--- config.mk ---
export PLATFORM = sky130hd
export DESIGN_NAME = ptfr_fifo
export DESIGN_NICKNAME = d
export VERILOG_FILES = /design/src/rtl/core/ptfr_fifo.sv
export SDC_FILE = /design/constraint.sdc
export NUM_CORES = 1
export LEC_CHECK = 0
export BUFFER_PORTS_ARGS = -buffer_cell sky130_fd_sc_hd__buf_2
export CORE_MARGIN = 2
export CORE_UTILIZATION = 45
export CTS_CLUSTER_DIAMETER = 30
export DETAILED_ROUTE_END_ITERATION = 8
export HOLD_SLACK_MARGIN = 0.08
export PLACE_DENSITY = 0.71
export SYNTH_ARGS = -nofsm -noshare
export SYNTH_HDL_FRONTEND = slang
export SYNTH_SLANG_ARGS = --single-unit
--- constraint.sdc ---
create_clock -name clk -period 1.7 [get_ports clk]
set_input_delay 0.34 -clock clk [delete_from_list [all_inputs] [get_ports clk]]
set_output_delay 0.34 -clock clk [all_outputs]
set_load 0.1 [all_outputs]
--- src/rtl/core/ptfr_fifo.sv ---
// Four-entry command queue between the front and back parts.
// No package dependency; width set by the instantiating module.
module ptfr_fifo #(
  parameter int W = 20
) (
  input  logic         clk,
  input  logic         rst_n,
  input  logic         push,
  input  logic [W-1:0] push_data,
  output logic         full,
  input  logic         pop,
  output logic         pop_valid,
  output logic [W-1:0] pop_data
);
  logic [W-1:0] mem_r [4];
  logic [1:0]   wp_r, rp_r;
  logic [2:0]   cnt_r;

  assign full      = (cnt_r == 3'd4);
  assign pop_valid = (cnt_r != 3'd0);
  assign pop_data  = mem_r[rp_r];

  // storage
  always_ff @(posedge clk) begin
    if (push) begin
      mem_r[wp_r] <= push_data;
    end
  end

  // pointers and fill count
  always_ff @(posedge clk) begin
    if (!rst_n) begin
      wp_r  <= '0;
      rp_r  <= '0;
      cnt_r <= '0;
    end else begin
      if (push) wp_r <= wp_r + 2'd1;
      if (pop)  rp_r <= rp_r + 2'd1;
      cnt_r <= cnt_r + 3'(push) - 3'(pop);
    end
  end
endmodule

# == Word-level counts from Yosys, hierarchy flattened ==
# Memories as Yosys holds them, arrays and structs flattened. A register that Yosys moved wholly into a read port is not among the register bits.
# Index checks and enable logic that the tools add are counted.
# classes
addsub,4
eq_ne,1
muxes,4
n_reduce_logical,1
# ops
op,count
"2-bit by 1-bit adder with 2-bit output, second input constant",2
2-bit two-way mux,2
3-bit by 1-bit adder with 3-bit output,1
"3-bit == test, second input constant",1
3-bit nonzero test,1
3-bit by 1-bit subtractor with 3-bit output,1
1-bit two-way mux,2
# word_totals
register_bits,7
ramBits,80
input_bits,24
mem_count,1
# mem_list
memory,words,width,rd,rd_ports_with_merged_regs,wr,line_no,text
mem_r,4,20,1,1,1,15,logic [W-1:0] mem_r [4];

# == Longest topological paths before layout ==
# depth
depth_word,3
ltp_mapped,7

# == Worst setup path before layout ==
# Ideal clock, no wire load.
# synth_timing
kind,register to output
from,register with a tool-made name
to,output pop_data[0]
arrival_time_ps,1296
required_ps,1360
slack_ps,64
path_stages_with_launch,3
n_path_buf,1
cell_sequence,dfxtp_1 > buf_6 > mux4_2
# synth_lines
item,line_no,text
end: declaration,13,output logic [W-1:0] pop_data

==> tab_implementation.tex <==
\begin{tabular}{lr}
\hline
Metric & Value \\
\hline
\multicolumn{2}{l}{\textbf{Run status}} \\
Run status & finished, violations left \\
Failing checks & negative setup slack \\
\multicolumn{2}{l}{\textbf{Die}} \\
Top-level I/O count & between 40 and 50 \\
Initial standard-cell utilization of the core & approximately 46\% \\
Die width & $\sim$90 um \\
Floorplan row count & 31 \\
Y dimension of the die & 90.0 um \\
Area inside the core boundary & between 7000 and 8000 um\^{}2 \\
Area enclosed by the die boundary & 8100 um\^{}2 \\
\multicolumn{2}{l}{\textbf{Timing}} \\
Maximum operating frequency & between 500 and 600 MHz \\
Hold Vio Cnt, Final & 0 \\
Setup repair after global routing missed its margin & true \\
Aggregate negative setup slack & -5.21 ns \\
Final Slew Violations & 0 \\
Worst max-slew margin expressed relative to the limit & about 79\% \\
Crit share post-route & 117\% \\
Final setup slack of the worst path & -0.281 ns \\
Number of failing setup endpoints in the final timing report & 20 \\
Slew of the pin with the lowest slew margin & approximately 0.31 ns \\
Post-route clock skew & roughly 0.005 ns \\
Final critical delay including setup and external delays & between 1.5 and 2 ns \\
\multicolumn{2}{l}{\textbf{Pwr}} \\
Maximum resistive drop on vdd & $\sim$670 uV \\
Tot Pwr & around 5.2 mW \\
Cell leakage power & 1.44 nW \\
Power density over cell area & around 1300 nW/um\^{}2 \\
\multicolumn{2}{l}{\textbf{Clocking}} \\
Sink count of the clock tree & $\sim$90 \\
Worst-skew pair later-pin latency & 0.35 ns \\
Maximum level of the CTS H-tree & 3 \\
Number of clock buffers inserted by TritonCTS & 9 \\
Register clock-pin slew on the reported worst setup and hold paths & approximately 0.09 ns \\
Clock tree from TritonCTS & built \\
Count of hold-fix buffers inserted at cts & 0 \\
Maximum count of clock buffers along a single path & 2 \\
Clock root buffer & clkbuf\_8 \\
Setup Buffers After CTS & 0 \\
\multicolumn{2}{l}{\textbf{Critical path}} \\
Worst flop-to-flop path startpoint & cnt\_r[0] \\
Sort of element at the start of the critical path & register \\
Reg-to-reg slack, setup & between 0.1 and 0.15 ns \\
Required time of the worst setup path & between 1 and 1.5 ns \\
Startpoint-to-endpoint class of the critical path & register to primary output \\
Worst EP arrival & $\sim$1.6 ns \\
Type of destination of the critical path & primary output \\
Critical path peak fanout & 10 \\
\multicolumn{2}{l}{\textbf{Detailed routing}} \\
Met3 WL & around 120 um \\
Antenna Nets Post-Route & 0 \\
Met2 Routed Length & 2670 um \\
Total Wirelength & 5110 um \\
Detailed-route via count & 1,533 \\
Count of unresolved DRC violations after routing & 0 \\
Highest routed layer & met4 \\
First-pass DRT Iterations & 2 \\
Violation count after the first detailed-routing iteration & 89 \\
Mean routed wirelength per cell & about 16 um \\
Detailed-route vias per instance & about 4.9 \\
Total routed wire length on the met1 layer & roughly 2200 um \\
\multicolumn{2}{l}{\textbf{Synth}} \\
Post-synthesis register bit count & 89 \\
Count of warnings emitted by yosys & 0 \\
Unique cell type count in the Yosys netlist & 18 \\
Net count after synthesis & approximately 180 \\
Number of cells produced by synthesis & around 150 \\
Mean instance size in the synthesized netlist & around 23 um\^{}2 \\
Cell Area, Synth & 3330 um\^{}2 \\
Part of the Yosys area used for sequential elements & 77.6\% \\
\multicolumn{2}{l}{\textbf{Placed design}} \\
Number of I/O port buffers & 45 \\
Placer's final routability congestion estimate & around 0.67 \\
HPWL reported at the end of detailed placement & 3090 um \\
\multicolumn{2}{l}{\textbf{Cells and area}} \\
Antenna Diode Count & 0 \\
Number of nets in the finished design & 240 \\
Synthesis-to-layout area growth & 23.7\% \\
Ratio of cells with drive above 1 in the final layout & between 40\% and 50\% \\
\multicolumn{2}{l}{\textbf{Global routing}} \\
Initial antenna violation count & 0 \\
Largest net degree at the start of global routing & 21 \\
Total congestion overflow & 0 \\
Overall routing resource usage & between 10\% and 20\% \\
First-pass GRT wire length & approximately 8200 um \\
Vias in the first global route & $\sim$1,600 \\
\multicolumn{2}{l}{\textbf{Hold path}} \\
Startpoint of the lowest-slack hold path & push\_data[18] \\
Worst min path class & input pin to register \\
\multicolumn{2}{l}{\textbf{Run}} \\
Number of max-cap violations & 0 \\
\hline
\end{tabular}
-- cells in the mapped netlist --
| library cell | n | area share (%) |
|---|---|---|
| a21bo_2 | 1 | 0.30 |
| a21oi_1 | 1 | 0.15 |
| and2_1 | 6 | 1.1 |
| and3_1 | 1 | 0.19 |
| buf_2 | 2 | 0.30 |
| buf_6 | 2 | 0.68 |
| dfxtp_1 | 9 | 5.4 |
| edfxtp_1 | 80 | 72 |
| fa_1 | 1 | 0.60 |
| ha_1 | 6 | 2.3 |
| inv_1 | 7 | 0.79 |
| mux2i_1 | 1 | 0.30 |
| mux4_2 | 20 | 14 |
| nand3b_1 | 1 | 0.23 |
| nor2_1 | 5 | 0.56 |
| or3_1 | 1 | 0.19 |
| xnor2_1 | 2 | 0.53 |
| xor3_1 | 1 | 0.71 |
-- registers in the layout, indices dropped and copies added (netlist names), named ones only --
name / flops
mem_r: 80
wp_r: 2
cnt_r: 3
rp_r: 2
-- routing by layer --
metal	GRT usage [%]	vias to the layer above
met2	22.7	27
met5	0	-
met4	7.31	0
met3	3.02	8
li1	-	715
met1	16.9	783
-- cells in the final DEF, fill, tap and decap left out --
master	count
a21oi_1	1
and3_1	1
inv_6	1
mux2i_1	1
ha_1	6
dfxtp_1	8
buf_4	8
inv_8	2
clkinvlp_4	3
buf_16	1
inv_1	7
mux4_2	20
nand3b_1	1
clkbuf_8	9
clkinv_4	1
fa_1	1
dfxtp_4	1
buf_2	23
buf_8	3
nor2_1	5
a21bo_2	1
edfxtp_1	80
buf_6	16
xnor2_1	2
buf_12	4
xor3_1	1
or3_1	1
and2_1	6
-- final timing paths --
check	end	cells past startpoint
hold / removal	mem_r[3][18]	1
hold reg to reg	register	2
setup / recovery	pop_data[10]	3
setup reg to reg	cnt_r[2]	7
-- logic make-up (layout without fill, tap and decap cells) --
| kind of cell | Yosys count | in the layout | synth area share, % |
|---|---|---|---|
| flops | 89 | 89 | 77.6 |
| mux | 21 | 21 | 13.8 |
| simple gates | 14 | 14 | 2.29 |
| buf+inv | 11 | 78 | 1.77 |
| fa+ha+maj | 7 | 7 | 2.86 |
| xor+xnor | 3 | 3 | 1.24 |
| compound gates | 2 | 2 | 0.451 |
-- critical path, cell delays in order, from the launching register on --
cell and delay (ns):
dfxtp_4 0.40, buf_12 0.16, mux4_2 0.54, buf_8 0.20
-- area by class of cell --
cell class              instances  area, um^2
clock buffers                   9         124
clock inverters                 7        62.6
fillers                       558        3100
inverters                       7        26.3
multi-input cells              47         688
flip-flops and latches         89        2590
well taps                      99         124
repair buffers                 55         508
-- timing repair --
action / CTS / global route
resized for setup: 47 / 3
hold endpoints to repair: 0 / 0
cloned: 1 / 0
setup endpoints to repair: 22 / 20
-- where the power goes --
group / switching (mW) / internal, mW / total, mW
clock network: 0.761 / 0.558 / 1.32
registers: 0.0458 / 2.51 / 2.55
logic: 0.897 / 0.416 / 1.31
total: 1.70 / 3.48 / 5.19
-- metrics by stage --
stage	util (%)	cell area, um^2	cells	hold WS, ns	setup WS, ns
final	57.1	4120	313	0.204	-0.281
after global routing	57.1	4120	313	0.184	-0.333
after detailed placement	52.0	3750	296	0.530	-0.0478
after floorplan	-	3330	147	0.439	0.0638
after CTS	56.9	4110	313	0.181	-0.303
after global placement	52.0	3750	296	0.521	-0.0440
No activity file was read; power rests on OpenSTA's default activity.
