--- src/rtl/core/ptfr_pkg.sv ---
// Shared types, opcodes and the 5x7 font for the page frame buffer text renderer.
// No dependencies; the top level, front, back and testbench refer to it by scoped names.
package ptfr_pkg;

  // Input operation codes
  localparam logic [1:0] OP_CLEAR   = 2'd0;
  localparam logic [1:0] OP_CHAR    = 2'd1;
  localparam logic [1:0] OP_NUMBER  = 2'd2;
  localparam logic [1:0] OP_REFRESH = 2'd3;

  // Command kinds carried from front to back
  localparam logic [1:0] CMD_CLEAR   = 2'd0;
  localparam logic [1:0] CMD_CHAR    = 2'd1;
  localparam logic [1:0] CMD_REFRESH = 2'd2;

  localparam int GLYPH_W = 5;
  localparam int PITCH   = 6;
  localparam int POS_W   = 9;   // column position incl. digit pitch overrun
  localparam int PAGE_W  = 3;
  localparam int GIDX_W  = 6;
  localparam int MAXPG   = 8;

  // Reciprocal of ten for a 32-bit dividend: q = (x * RECIP10) >> 35
  localparam logic [31:0] RECIP10 = 32'hCCCC_CCCD;

  typedef struct packed {
    logic [1:0]        kind;
    logic [POS_W-1:0]  col;
    logic [PAGE_W-1:0] page;
    logic [GIDX_W-1:0] glyph;
  } cmd_t;

  // Glyph columns, lowest byte is the leftmost column
  localparam logic [39:0] FONT [0:38] = '{
    40'h0000000000, 40'h3E4549513E, 40'h00407F4200, 40'h4649516142,
    40'h314B454121, 40'h107F121418, 40'h3945454527, 40'h3049494A3C,
    40'h0305097101, 40'h3649494936, 40'h1E29494906, 40'h0808080808,
    40'h0000363600, 40'h7E1111117E, 40'h364949497F, 40'h224141413E,
    40'h1C2241417F, 40'h414949497F, 40'h010909097F, 40'h7A4949413E,
    40'h7F0808087F, 40'h00417F4100, 40'h013F414020, 40'h412214087F,
    40'h404040407F, 40'h7F020C027F, 40'h7F1008047F, 40'h3E4141413E,
    40'h060909097F, 40'h5E2151413E, 40'h462919097F, 40'h3149494946,
    40'h01017F0101, 40'h3F4040403F, 40'h1F2040201F, 40'h3F4038403F,
    40'h6314081463, 40'h0708700807, 40'h4345495161
  };

  // ASCII to glyph index; anything outside the set maps to space
  function automatic logic [GIDX_W-1:0] glyph_of(input logic [7:0] code);
    logic [GIDX_W-1:0] g;
    g = '0;
    if (code >= 8'h30 && code <= 8'h39) g = GIDX_W'(code - 8'h30 + 8'd1);
    else if (code == 8'h2D) g = GIDX_W'(11);
    else if (code == 8'h3A) g = GIDX_W'(12);
    else if (code >= 8'h41 && code <= 8'h5A) g = GIDX_W'(code - 8'h41 + 8'd13);
    return g;
  endfunction

endpackage

--- src/rtl/core/ptfr_cmd_if.sv ---
// Input item channel: operation and drawing arguments with valid/ready.
// Standalone; no package use.
interface ptfr_cmd_if;
  logic              valid;
  logic              ready;
  logic [1:0]        operation;
  logic [6:0]        column;
  logic [2:0]        page;
  logic [7:0]        character;
  logic signed [31:0] number_value;
  logic [7:0]        digit_count;

  modport source (output valid, operation, column, page, character, number_value,
                  digit_count, input ready);
  modport sink (input valid, operation, column, page, character, number_value,
                digit_count, output ready);
endinterface

--- src/rtl/core/ptfr_front.sv ---
// Front part: accepts input items, maps characters, splits numbers into digits.
// Uses ptfr_pkg and ptfr_cmd_if; pushes ptfr_pkg::cmd_t into the queue.
module ptfr_front #(
  parameter int PAGES      = 8,
  parameter int MAX_DIGITS = 7
) (
  input  logic              clk,
  input  logic              rst_n,
  ptfr_cmd_if.sink          in_if,
  output logic              push,
  output ptfr_pkg::cmd_t    push_data,
  input  logic              q_full
);
  localparam int CW = $clog2(MAX_DIGITS + 1);

  localparam logic [1:0] F_IDLE = 2'd0;
  localparam logic [1:0] F_MUL  = 2'd1;
  localparam logic [1:0] F_REM  = 2'd2;

  logic [1:0]  fs_r, fs_nxt;
  logic [31:0] mag_r, mag_nxt;
  logic [28:0] q_r, q_nxt;
  logic [CW-1:0] cnt_r, cnt_nxt;
  logic [ptfr_pkg::POS_W-1:0] col_r, col_nxt;
  logic [2:0]  page_r, page_nxt;

  logic        acc;
  logic [7:0]  cnt_clamp;
  logic [31:0] raw;
  logic [3:0]  rem;
  logic [63:0] prod;

  assign acc      = in_if.valid && in_if.ready;
  assign in_if.ready = (fs_r == F_IDLE) && !q_full;
  assign raw      = in_if.number_value;
  assign cnt_clamp = (in_if.digit_count > 8'(MAX_DIGITS)) ? 8'(MAX_DIGITS)
                                                          : in_if.digit_count;
  assign prod     = mag_r * ptfr_pkg::RECIP10;
  assign rem      = 4'(mag_r - {q_r, 3'b000} - {q_r, 1'b0});

  // next state and queue push
  always_comb begin
    fs_nxt    = fs_r;
    mag_nxt   = mag_r;
    q_nxt     = q_r;
    cnt_nxt   = cnt_r;
    col_nxt   = col_r;
    page_nxt  = page_r;
    push      = 1'b0;
    push_data = '0;
    unique case (fs_r)
      F_IDLE: begin
        if (acc) begin
          unique case (in_if.operation)
            ptfr_pkg::OP_CLEAR: begin
              push           = 1'b1;
              push_data.kind = ptfr_pkg::CMD_CLEAR;
            end
            ptfr_pkg::OP_CHAR: begin
              push            = (int'(in_if.page) < PAGES);
              push_data.kind  = ptfr_pkg::CMD_CHAR;
              push_data.col   = ptfr_pkg::POS_W'(in_if.column);
              push_data.page  = in_if.page;
              push_data.glyph = ptfr_pkg::glyph_of(in_if.character);
            end
            ptfr_pkg::OP_NUMBER: begin
              if ((int'(in_if.page) < PAGES) && (cnt_clamp != 8'd0)) begin
                fs_nxt   = F_MUL;
                mag_nxt  = raw[31] ? (32'd0 - raw) : raw;
                cnt_nxt  = CW'(cnt_clamp);
                col_nxt  = ptfr_pkg::POS_W'(int'(in_if.column)
                           + ptfr_pkg::PITCH * (int'(cnt_clamp) - 1));
                page_nxt = in_if.page;
              end
            end
            ptfr_pkg::OP_REFRESH: begin
              push           = 1'b1;
              push_data.kind = ptfr_pkg::CMD_REFRESH;
            end
            default: ;
          endcase
        end
      end
      F_MUL: begin
        q_nxt  = prod[63:35];
        fs_nxt = F_REM;
      end
      F_REM: begin
        // lowest remaining digit goes to the rightmost remaining cell
        if (!q_full) begin
          push            = 1'b1;
          push_data.kind  = ptfr_pkg::CMD_CHAR;
          push_data.col   = col_r;
          push_data.page  = page_r;
          push_data.glyph = ptfr_pkg::GIDX_W'(rem) + ptfr_pkg::GIDX_W'(1);
          mag_nxt = 32'(q_r);
          col_nxt = col_r - ptfr_pkg::POS_W'(ptfr_pkg::PITCH);
          cnt_nxt = cnt_r - CW'(1);
          fs_nxt  = (cnt_r == CW'(1)) ? F_IDLE : F_MUL;
        end
      end
      default: fs_nxt = F_IDLE;
    endcase
  end

  always_ff @(posedge clk) begin
    if (!rst_n) begin
      fs_r <= F_IDLE;
    end else begin
      fs_r <= fs_nxt;
    end
  end

  always_ff @(posedge clk) begin
    mag_r  <= mag_nxt;
    q_r    <= q_nxt;
    cnt_r  <= cnt_nxt;
    col_r  <= col_nxt;
    page_r <= page_nxt;
  end
endmodule

--- src/flat_wrapper.sv ---
// flat-port wrapper written by rule: the top's interface ports become plain ports
module ptfr_front_flat 
#(
  parameter int PAGES      = 8,
  parameter int MAX_DIGITS = 7
)
  (clk, rst_n, push, push_data, q_full, in_if_valid, in_if_operation, in_if_column, in_if_page, in_if_character, in_if_number_value, in_if_digit_count, in_if_ready);
  ptfr_cmd_if in_if_i ();
  input  logic clk;
  input  logic rst_n;
  output logic push;
  output ptfr_pkg::cmd_t push_data;
  input  logic q_full;
  input wire logic [$bits(in_if_i.valid)-1:0] in_if_valid;
  input wire logic [$bits(in_if_i.operation)-1:0] in_if_operation;
  input wire logic [$bits(in_if_i.column)-1:0] in_if_column;
  input wire logic [$bits(in_if_i.page)-1:0] in_if_page;
  input wire logic [$bits(in_if_i.character)-1:0] in_if_character;
  input wire logic [$bits(in_if_i.number_value)-1:0] in_if_number_value;
  input wire logic [$bits(in_if_i.digit_count)-1:0] in_if_digit_count;
  output wire logic [$bits(in_if_i.ready)-1:0] in_if_ready;
  assign in_if_i.valid = in_if_valid;
  assign in_if_i.operation = in_if_operation;
  assign in_if_i.column = in_if_column;
  assign in_if_i.page = in_if_page;
  assign in_if_i.character = in_if_character;
  assign in_if_i.number_value = in_if_number_value;
  assign in_if_i.digit_count = in_if_digit_count;
  assign in_if_ready = in_if_i.ready;
  ptfr_front #(.PAGES(PAGES), .MAX_DIGITS(MAX_DIGITS)) u_core (.clk(clk), .rst_n(rst_n), .in_if(in_if_i), .push(push), .push_data(push_data), .q_full(q_full));
endmodule
--- config.mk ---
export PLATFORM = sky130hd
export DESIGN_NAME = ptfr_front_flat
export DESIGN_NICKNAME = d
export VERILOG_FILES = /design/src/rtl/core/ptfr_pkg.sv /design/src/rtl/core/ptfr_cmd_if.sv /design/src/rtl/core/ptfr_front.sv /design/src/flat_wrapper.sv
export SDC_FILE = /design/constraint.sdc
export NUM_CORES = 1
export LEC_CHECK = 0
export BUFFER_PORTS_ARGS = -buffer_cell sky130_fd_sc_hd__clkbuf_2
export CORE_ASPECT_RATIO = 1.1
export CORE_MARGIN = 10
export CORE_UTILIZATION = 40
export DETAILED_ROUTE_END_ITERATION = 7
export GPL_TIMING_DRIVEN = 0
export PLACE_DENSITY = 0.65
export SKIP_LAST_GASP = 1
export SYNTH_ARGS = -nofsm -noshare
export SYNTH_HDL_FRONTEND = slang
export SYNTH_SLANG_ARGS = --single-unit
--- constraint.sdc ---
create_clock -name clk -period 9.65 [get_ports clk]
set_clock_uncertainty 0.2 [all_clocks]
set_input_delay 0.965 -clock clk [delete_from_list [all_inputs] [get_ports clk]]
set_output_delay 0.965 -clock clk [all_outputs]
set_load 0.02 [all_outputs]
# == Yosys cells after proc, flatten, opt, wreduce, memory -nomap -nowiden ==
# Cells that the tools add are included.
# word_totals
latch_bits,0
out_inout_bits,22
wordCells,86
memories,0
regBits,78
inputBits,64
mem_bits_rw,0
romBits,0
# classes
eq_ne,12
n_mux,36
reduce_logical,13
bitwise_logic,0
n_addsub,12
magnitude_cmp,5
mul,2
n_div,0
shifts,0
# op_table
op,n
32-bit 2-to-1 mux,5
32-bit by 32-bit multiplier with 64-bit output (second input constant),1
32-bit one-hot mux with 2 select lines,1
20-bit one-hot mux with 2 select lines,1
9-bit 2-to-1 mux,4
3-bit by 32-bit multiplier with 8-bit output (first input constant),1
1-bit by 32-bit subtractor with 32-bit output (first input constant),1
6-bit 2-to-1 mux,4
20-bit 2-to-1 mux,1
19-bit 2-to-1 mux,1
9-bit one-hot mux with 2 select lines,1
8-bit by 6-bit == test with 1-bit output (second input constant),2
16-bit 2-to-1 mux,1
3-bit 2-to-1 mux,4
8-bit by 9-bit adder with 9-bit output,1
8-bit by 1-bit subtractor with 9-bit output (second input constant),1
9-bit by 3-bit subtractor with 9-bit output (second input constant),1
8-bit by 6-bit >= comparator with 1-bit output (second input constant),1
8-bit by 7-bit >= comparator with 1-bit output (second input constant),1
8-bit by 3-bit greater-than comparator with 1-bit output (second input constant),1
8-bit by 6-bit <= comparator with 1-bit output (second input constant),1
8-bit by 7-bit <= comparator with 1-bit output (second input constant),1
2-bit 2-to-1 mux,4
8-bit 2-to-1 mux,1
25 further kinds,39

# == Logic depth before layout (Yosys ltp) ==
# Gate-level depths: netlist of the first run.
# depth
word_depth,9
mapped_depth,25
ltp_nobuf,25

# == Worst setup path before layout of the first run ==
# No wires, ideal clock.
# synth_path
path_type,register to register
from,reg u_core.mag_r[20]
to,"reg u_core.q_r[27], data pin"
stages_incl_launch_ff,25
slack_ns,2.486
t_arrival_ns,6.769
setup_ns,0.195
required_ns,9.255
path_cell_list,edfxtp_1 ha_1 inv_1 fa_1 inv_1 fa_1 inv_1 fa_1 inv_1 fa_1 fa_1 fa_1 inv_1 fa_1 inv_1 ha_1 a21oi_1 o21ai_0 nand2b_1 a21oi_1 or3b_2 o21ai_0 a31oi_1 o21a_1 o311ai_0
# synth_via
elab_chain_cells,1
# synth_rtl
element,line_no,rtl
from (decl),ptfr_front.sv:21,"logic [31:0] mag_r, mag_nxt;"
from (signal assigned),ptfr_front.sv:115,mag_r <= mag_nxt;
32-bit by 32-bit multiplier with 64-bit output,ptfr_front.sv:38,assign prod = mag_r * ptfr_pkg::RECIP10;
named net u_core.prod[62],ptfr_front.sv:31,logic [63:0] prod;
to (signal assigned),ptfr_front.sv:116,q_r <= q_nxt;
to (decl),ptfr_front.sv:22,"logic [28:0] q_r, q_nxt;"
# The timed path passes the listed nets, and every way through them passes these cells.
# A chain may end at the register's enable or synchronous reset.

# == Final worst setup path of the first run ==
# layout_path
from,reg u_core.mag_r[18]
to,"reg u_core.q_r[20], data pin"
# The elaborated chain is that of the path after synthesis.

==> run_results.csv, run 1 <==
group,metric,value,unit
global_route,grt_start_max_net_pins,45,
die,pin_count,86,
yosys,synth_warnings,0,
yosys,synth_cell_types,62,
yosys,netlist.area_leader.share,35.3,%
timing,tns,0,ns
setup_path,rr_startpoint,"u_core.mag_r[18]",
timing,hold_viol,0,
layout,layout-drive-gt1-share,4.85,%
layout,finalNonFillerCells,3106,
routing,num_vias,16000,
placed_design,portBuffers,85,
timing,tightest_slew,1.05,ns
timing,setup_viol,0,
global_route,grt_antenna_before_repair,0,
yosys,synth_top_area_cell,"fa_1",
yosys,netlist_top_cells_count,"inv_1, fa_1, ha_1",
cts,clk_pin_slew,0.06,ns
flow_run,drv_cap,0,
min_path,min-delay-start,"u_core.q_r[10]",
yosys,syn_area,0.0220,mm2
yosys,synthArstFlopShare,0,%
cts,numCtsBuffers,9,
setup_path,required,9.52,ns
cts,cts_setup_buffers,0,
timing,fmax,0.113,GHz
setup_path,critPathMaxFanout,7,
routing,wl_per_cell,20.0,um
timing,fin_crit_sh,91.8,%
yosys,ys_seq_elements,78,
global_route,grt.total_usage,19.4,%
cts,cts-resized-gates,0,
timing,rsz0062_at_grt,"false",
cts,clock_path_buffers,2,
die,die_w,244,um
yosys,syn_nets,3098,
routing,route.detailed.drc,0,
placed_design,place_inst,3090,
routing,wirelength,62200,um
cts,cts_tree,"built",
layout,antennaDiodeCount,0,
die,die_y,266,um
setup_path,crit_path_start_kind,"flip-flop",
layout,syn_to_final_growth,7.62,%
yosys,ys_top_cells_by_area,"fa_1, ha_1, inv_1",
yosys,ys.flop_type,"edfxtp_1",
yosys,syn_inst,2269,
yosys,synth.most_common_cell,"inv_1",
routing,first_pass_iters,5,
routing,via_per_inst,5.14,
yosys,syn_area_per_cell,9.69,um2
setup_path,worstSetupPathType,"reg2reg",
setup_path,end_kind,"flip-flop",
yosys,yosysSeqAreaShare,10.6,%
layout,fin_nets,3194,
die,start_util,40.3,%
timing,holdWs,0.326,ns
cts,clkLatencyLatePin,0.34,ns
global_route,overflow,0,
setup_path,crit_path_start,"u_core.mag_r[18]",
timing,relSlewSlack,29.8,%
die,die_area,0.0648,mm2
placed_design,gp_congestion,0.994,
cts,htreeDepth,3,
timing,period_minus_slack,8.86,ns
routing,drt_iter0_markers,909,
cts,cts_sinks,78,
setup_path,cp.arrival,8.73,ns
status,status,"finished clean",
die,core,0.0546,mm2
global_route,grt_pass1_vias,17200,
routing,ant_nets,0,
yosys,synth-edff-count,76,
global_route,grt_pass1_wl,98000,um
min_path,hold_path_class,"reg2reg",
timing,final_max_slew_viol_count,0,
cts,root_buffer,"clkbuf_16",
placed_design,place_hpwl,55900,um
die,std_cell_rows,90,
cts,cts_hold_buf,0,
-- sequential cells by signal, indices dropped and copies added (netlist names) --
| signal | flops |
|---|---|
| u_core.fs_r | 2 |
| u_core.q_r | 29 |
| u_core.col_r | 9 |
| u_core.page_r | 3 |
| u_core.mag_r | 32 |
| u_core.cnt_r | 3 |
-- worst max-delay path, stage by stage, from the launching register on --
cell and delay, ns:
edfxtp_1 0.59, ha_1 0.64, inv_1 0.15, fa_1 0.50
inv_1 0.09, fa_1 0.52, inv_1 0.06, fa_1 0.50
inv_1 0.05, fa_1 0.52, fa_1 0.53, fa_1 0.55
inv_1 0.06, fa_1 0.54, inv_1 0.04, ha_1 0.37
and3_1 0.23, a221oi_1 0.40, o21ai_0 0.24, a221oi_1 0.45
nand2_1 0.09, o21ai_0 0.48, o21ai_0 0.36, o221ai_1 0.30
xnor2_1 0.13
-- final timing paths --
kind	slack (ns)	to	cells past startpoint
setup / recovery	0.79	u_core.q_r[20]	24
hold / removal	0.33	u_core.mag_r[10]	2
setup reg to reg	0.79	u_core.q_r[20]	24
hold reg to reg	0.33	u_core.mag_r[10]	2
-- layer usage --
metal | vias to the layer above | global-route usage, % | routed length (um)
met5 | - | 0 | 0
met4 | 0 | 5.84 | 1870
met3 | 90 | 1.58 | 3380
met2 | 534 | 34.0 | 31000
met1 | 7973 | 25.1 | 25900
li1 | 7359 | - | -
-- layout make-up --
class	instances	area (um2)
fillers	5254	30900
multi-input cells	1505	17100
plain buffers	31	116
repair buffers	85	425
clock buffers	10	229
flip-flops and latches	78	2320
inverters	655	2460
clock inverters	6	93.8
well taps	736	921
-- kinds of logic after synthesis --
logic type      synth area share, %
fa+ha+maj                      56.8
buf+inv                        11.7
compound gates                 8.95
simple gates                   6.59
xor+xnor                       5.26
flops                          10.6
mux                           0.182
-- cell usage in the layout, fill, tap and decap left out, types with 4 or more instances in the layout --
cell and instances:
a211oi_1 6, ha_1 377, o21ai_0 93, nand3_1 16
xor2_1 79, and2_1 20, a22o_1 10, o31ai_1 9
nor2_1 49, clkbuf_16 9, mux2i_1 4, a31oi_1 5
nand2b_1 8, and3_1 9, and4_1 9, a32oi_1 4
nand2_1 98, nor2b_1 18, o21a_1 4, inv_1 653
or3_1 8, nand4_1 12, xnor2_1 53, o211ai_1 8
clkbuf_1 31, nor3_1 17, a21oi_1 92, clkbuf_2 85
nor4_1 6, fa_1 388, a21o_1 43, o21bai_1 9
edfxtp_1 76, o41ai_1 5
-- per-stage QoR --
step                instance area [um2]  setup WS [ns]  utilization (%)
finish                            23700          0.790             43.3
global route                      23700          0.411             43.3
CTS                               23700          0.835             43.3
detailed placement                23300          0.897             42.8
global placement                  23300          0.820             42.7
floorplan                         22000           2.49                -
Power of run 1 is not shown: default switching activity piles up to over one toggle a cycle in this logic, so the estimate is an artifact.
==> inputs of run 2 (changes only) <==
--- a/config.mk
+++ b/config.mk
@@ -5,7 +5,7 @@
 export SDC_FILE = /design/constraint.sdc
 export NUM_CORES = 1
 export LEC_CHECK = 0
-export BUFFER_PORTS_ARGS = -buffer_cell sky130_fd_sc_hd__clkbuf_2
+export BUFFER_PORTS_ARGS = -buffer_cell sky130_fd_sc_hd__buf_4
 export CORE_ASPECT_RATIO = 1.1
 export CORE_MARGIN = 10
 export CORE_UTILIZATION = 40
==> run 2 against run 1 <==
Flip-flop and latch count is the same. First-iteration DRC count grew 19%. Global-route usage grew 0.21 points. Die area is the same. Critical path type unchanged.
==> run_results.csv, run 2 (same netlist as run 1, synthesis figures left out) <==
group,metric,value,unit
status,status,"finished clean",
global_route,grt_pass1_vias,17200,
timing,rsz0062_at_grt,"false",
timing,setup_ws,0.746,ns
placed_design,pre_cts_ws,0.856,ns
global_route,grt_start_max_net_pins,45,
placed_design,gp_congestion,0.997,
die,die_area,0.0648,mm2
routing,wirelength,62900,um
routing,route.detailed.drc,0,
min_path,min-delay-start,"u_core.q_r[8]",
setup_path,r2r-end,"u_core.q_r[20]",
layout,fin_util,43.7,%
min_path,hold_path_class,"reg2reg",
flow_run,drv_cap,0,
setup_path,cp.arrival,8.78,ns
routing,via_per_inst,5.13,
timing,fin_crit_sh,92.3,%
die,pin_count,86,
cts,cts_hold_buf,0,
setup_path,reg2reg_slack,0.75,ns
die,std_cell_rows,90,
timing,relSlewSlack,27.7,%
timing,tns,0,ns
die,core,0.0546,mm2
cts,clk_pin_slew,0.06,ns
layout,layout_common_cells,"inv_1, fa_1, ha_1",
layout,syn_to_final_growth,8.44,%
setup_path,rr_worst_depth,22,
timing,fmax,0.112,GHz
die,die_y,266,um
cts,clkLatencyLatePin,0.34,ns
timing,hold_viol,0,
routing,first_pass_iters,5,
cts,cts_sinks,78,
setup_path,required,9.52,ns
routing,drt_iter0_markers,1081,
cts,clock_path_buffers,2,
layout,nFillCells,5282,
cts,htreeDepth,3,
die,die_w,244,um
timing,period_minus_slack,8.90,ns
setup_path,rr_startpoint,"u_core.mag_r[0]",
setup_path,end_kind,"flip-flop",
routing,wl_per_cell,20.2,um
timing,final_max_slew_viol_count,0,
global_route,grt_antenna_before_repair,0,
placed_design,placed_area,0.0236,mm2
setup_path,crit_path_start_kind,"flip-flop",
cts,cts_setup_buffers,0,
setup_path,crit_path_start,"u_core.mag_r[0]",
layout,reg_top3,"u_core.mag_r (32), u_core.q_r (29), u_core.col_r (9)",
die,start_util,40.3,%
setup_path,critPathMaxFanout,10,
routing,num_vias,15900,
setup_path,worstSetupPathType,"reg2reg",
timing,setup_viol,0,
placed_design,place_hpwl,56400,um
cts,numCtsBuffers,9,
setup_path,critPathCapture,"u_core.q_r[20]",
layout,antennaDiodeCount,0,
layout,final_area,0.0239,mm2
global_route,grt.total_usage,19.6,%
global_route,grt_pass1_wl,98400,um
global_route,overflow,0,
layout,largest_register_ffs,32,
cts,root_buffer,"clkbuf_16",
timing,tightest_slew,1.07,ns
layout,layout_commonest_cell,"inv_1",
layout,fin_nets,3194,
placed_design,portBuffers,85,
cts,cts_tree,"built",
cts,cts-resized-gates,0,
routing,ant_nets,0,
layout,regMostFlops,"u_core.mag_r",
layout,layout-drive-gt1-share,4.81,%
[run 2: worst max-delay path, cell delays in order, from the launching register on]
cell and delay, ns:
edfxtp_1 0.82, ha_1 0.51, xor2_1 0.21, ha_1 0.26, or2_2 0.32, fa_1 0.55, fa_1 0.44, fa_1 0.53
fa_1 0.54, fa_1 0.56, inv_1 0.06, fa_1 0.54, inv_1 0.04, ha_1 0.37, and3_1 0.23, a221oi_1 0.39
o21ai_0 0.24, a221oi_1 0.45, nand2_1 0.09, o21ai_0 0.53, o21ai_0 0.32, o221ai_1 0.28, xnor2_1 0.13
[run 2: cell type report]
cell class	count	area [um2]	area share (%)
Multi-Input combinational cell	1505	17100	71.7
Inverter	655	2460	10.3
Sequential cell	78	2320	9.74
Tap cell	736	921	3.86
Timing Repair Buffer	85	638	2.68
Clock buffer	9	225	0.944
Buffer	31	116	0.488
Clock inverter	7	65.1	0.273
[run 2: per-stage QoR]
stage / hold WS (ns) / std cells
detailed placement: 0.305 / 3090
finish: 0.321 / 3106
global placement: 0.310 / 3090
global route: 0.352 / 3106
CTS: 0.324 / 3106
floorplan: 0.296 / 2269
[run 2: layer usage]
layer,track usage (%),wire length [um],vias to the layer above
met1,25.1,26300,8040
li1,-,-,7365
met3,1.97,3250,88
met2,34.6,31500,450
met5,0,0,-
met4,5.37,1790,0
[run 2: worst min path at each step]
stage | to | cells past startpoint
global route | u_core.mag_r[23] | 2
detailed placement | u_core.mag_r[5] | 2
floorplan | u_core.mag_r[10] | 2
global placement | u_core.mag_r[10] | 2
finish | u_core.mag_r[8] | 2
CTS | u_core.mag_r[8] | 2
Power of run 2 is left out for the same reason.
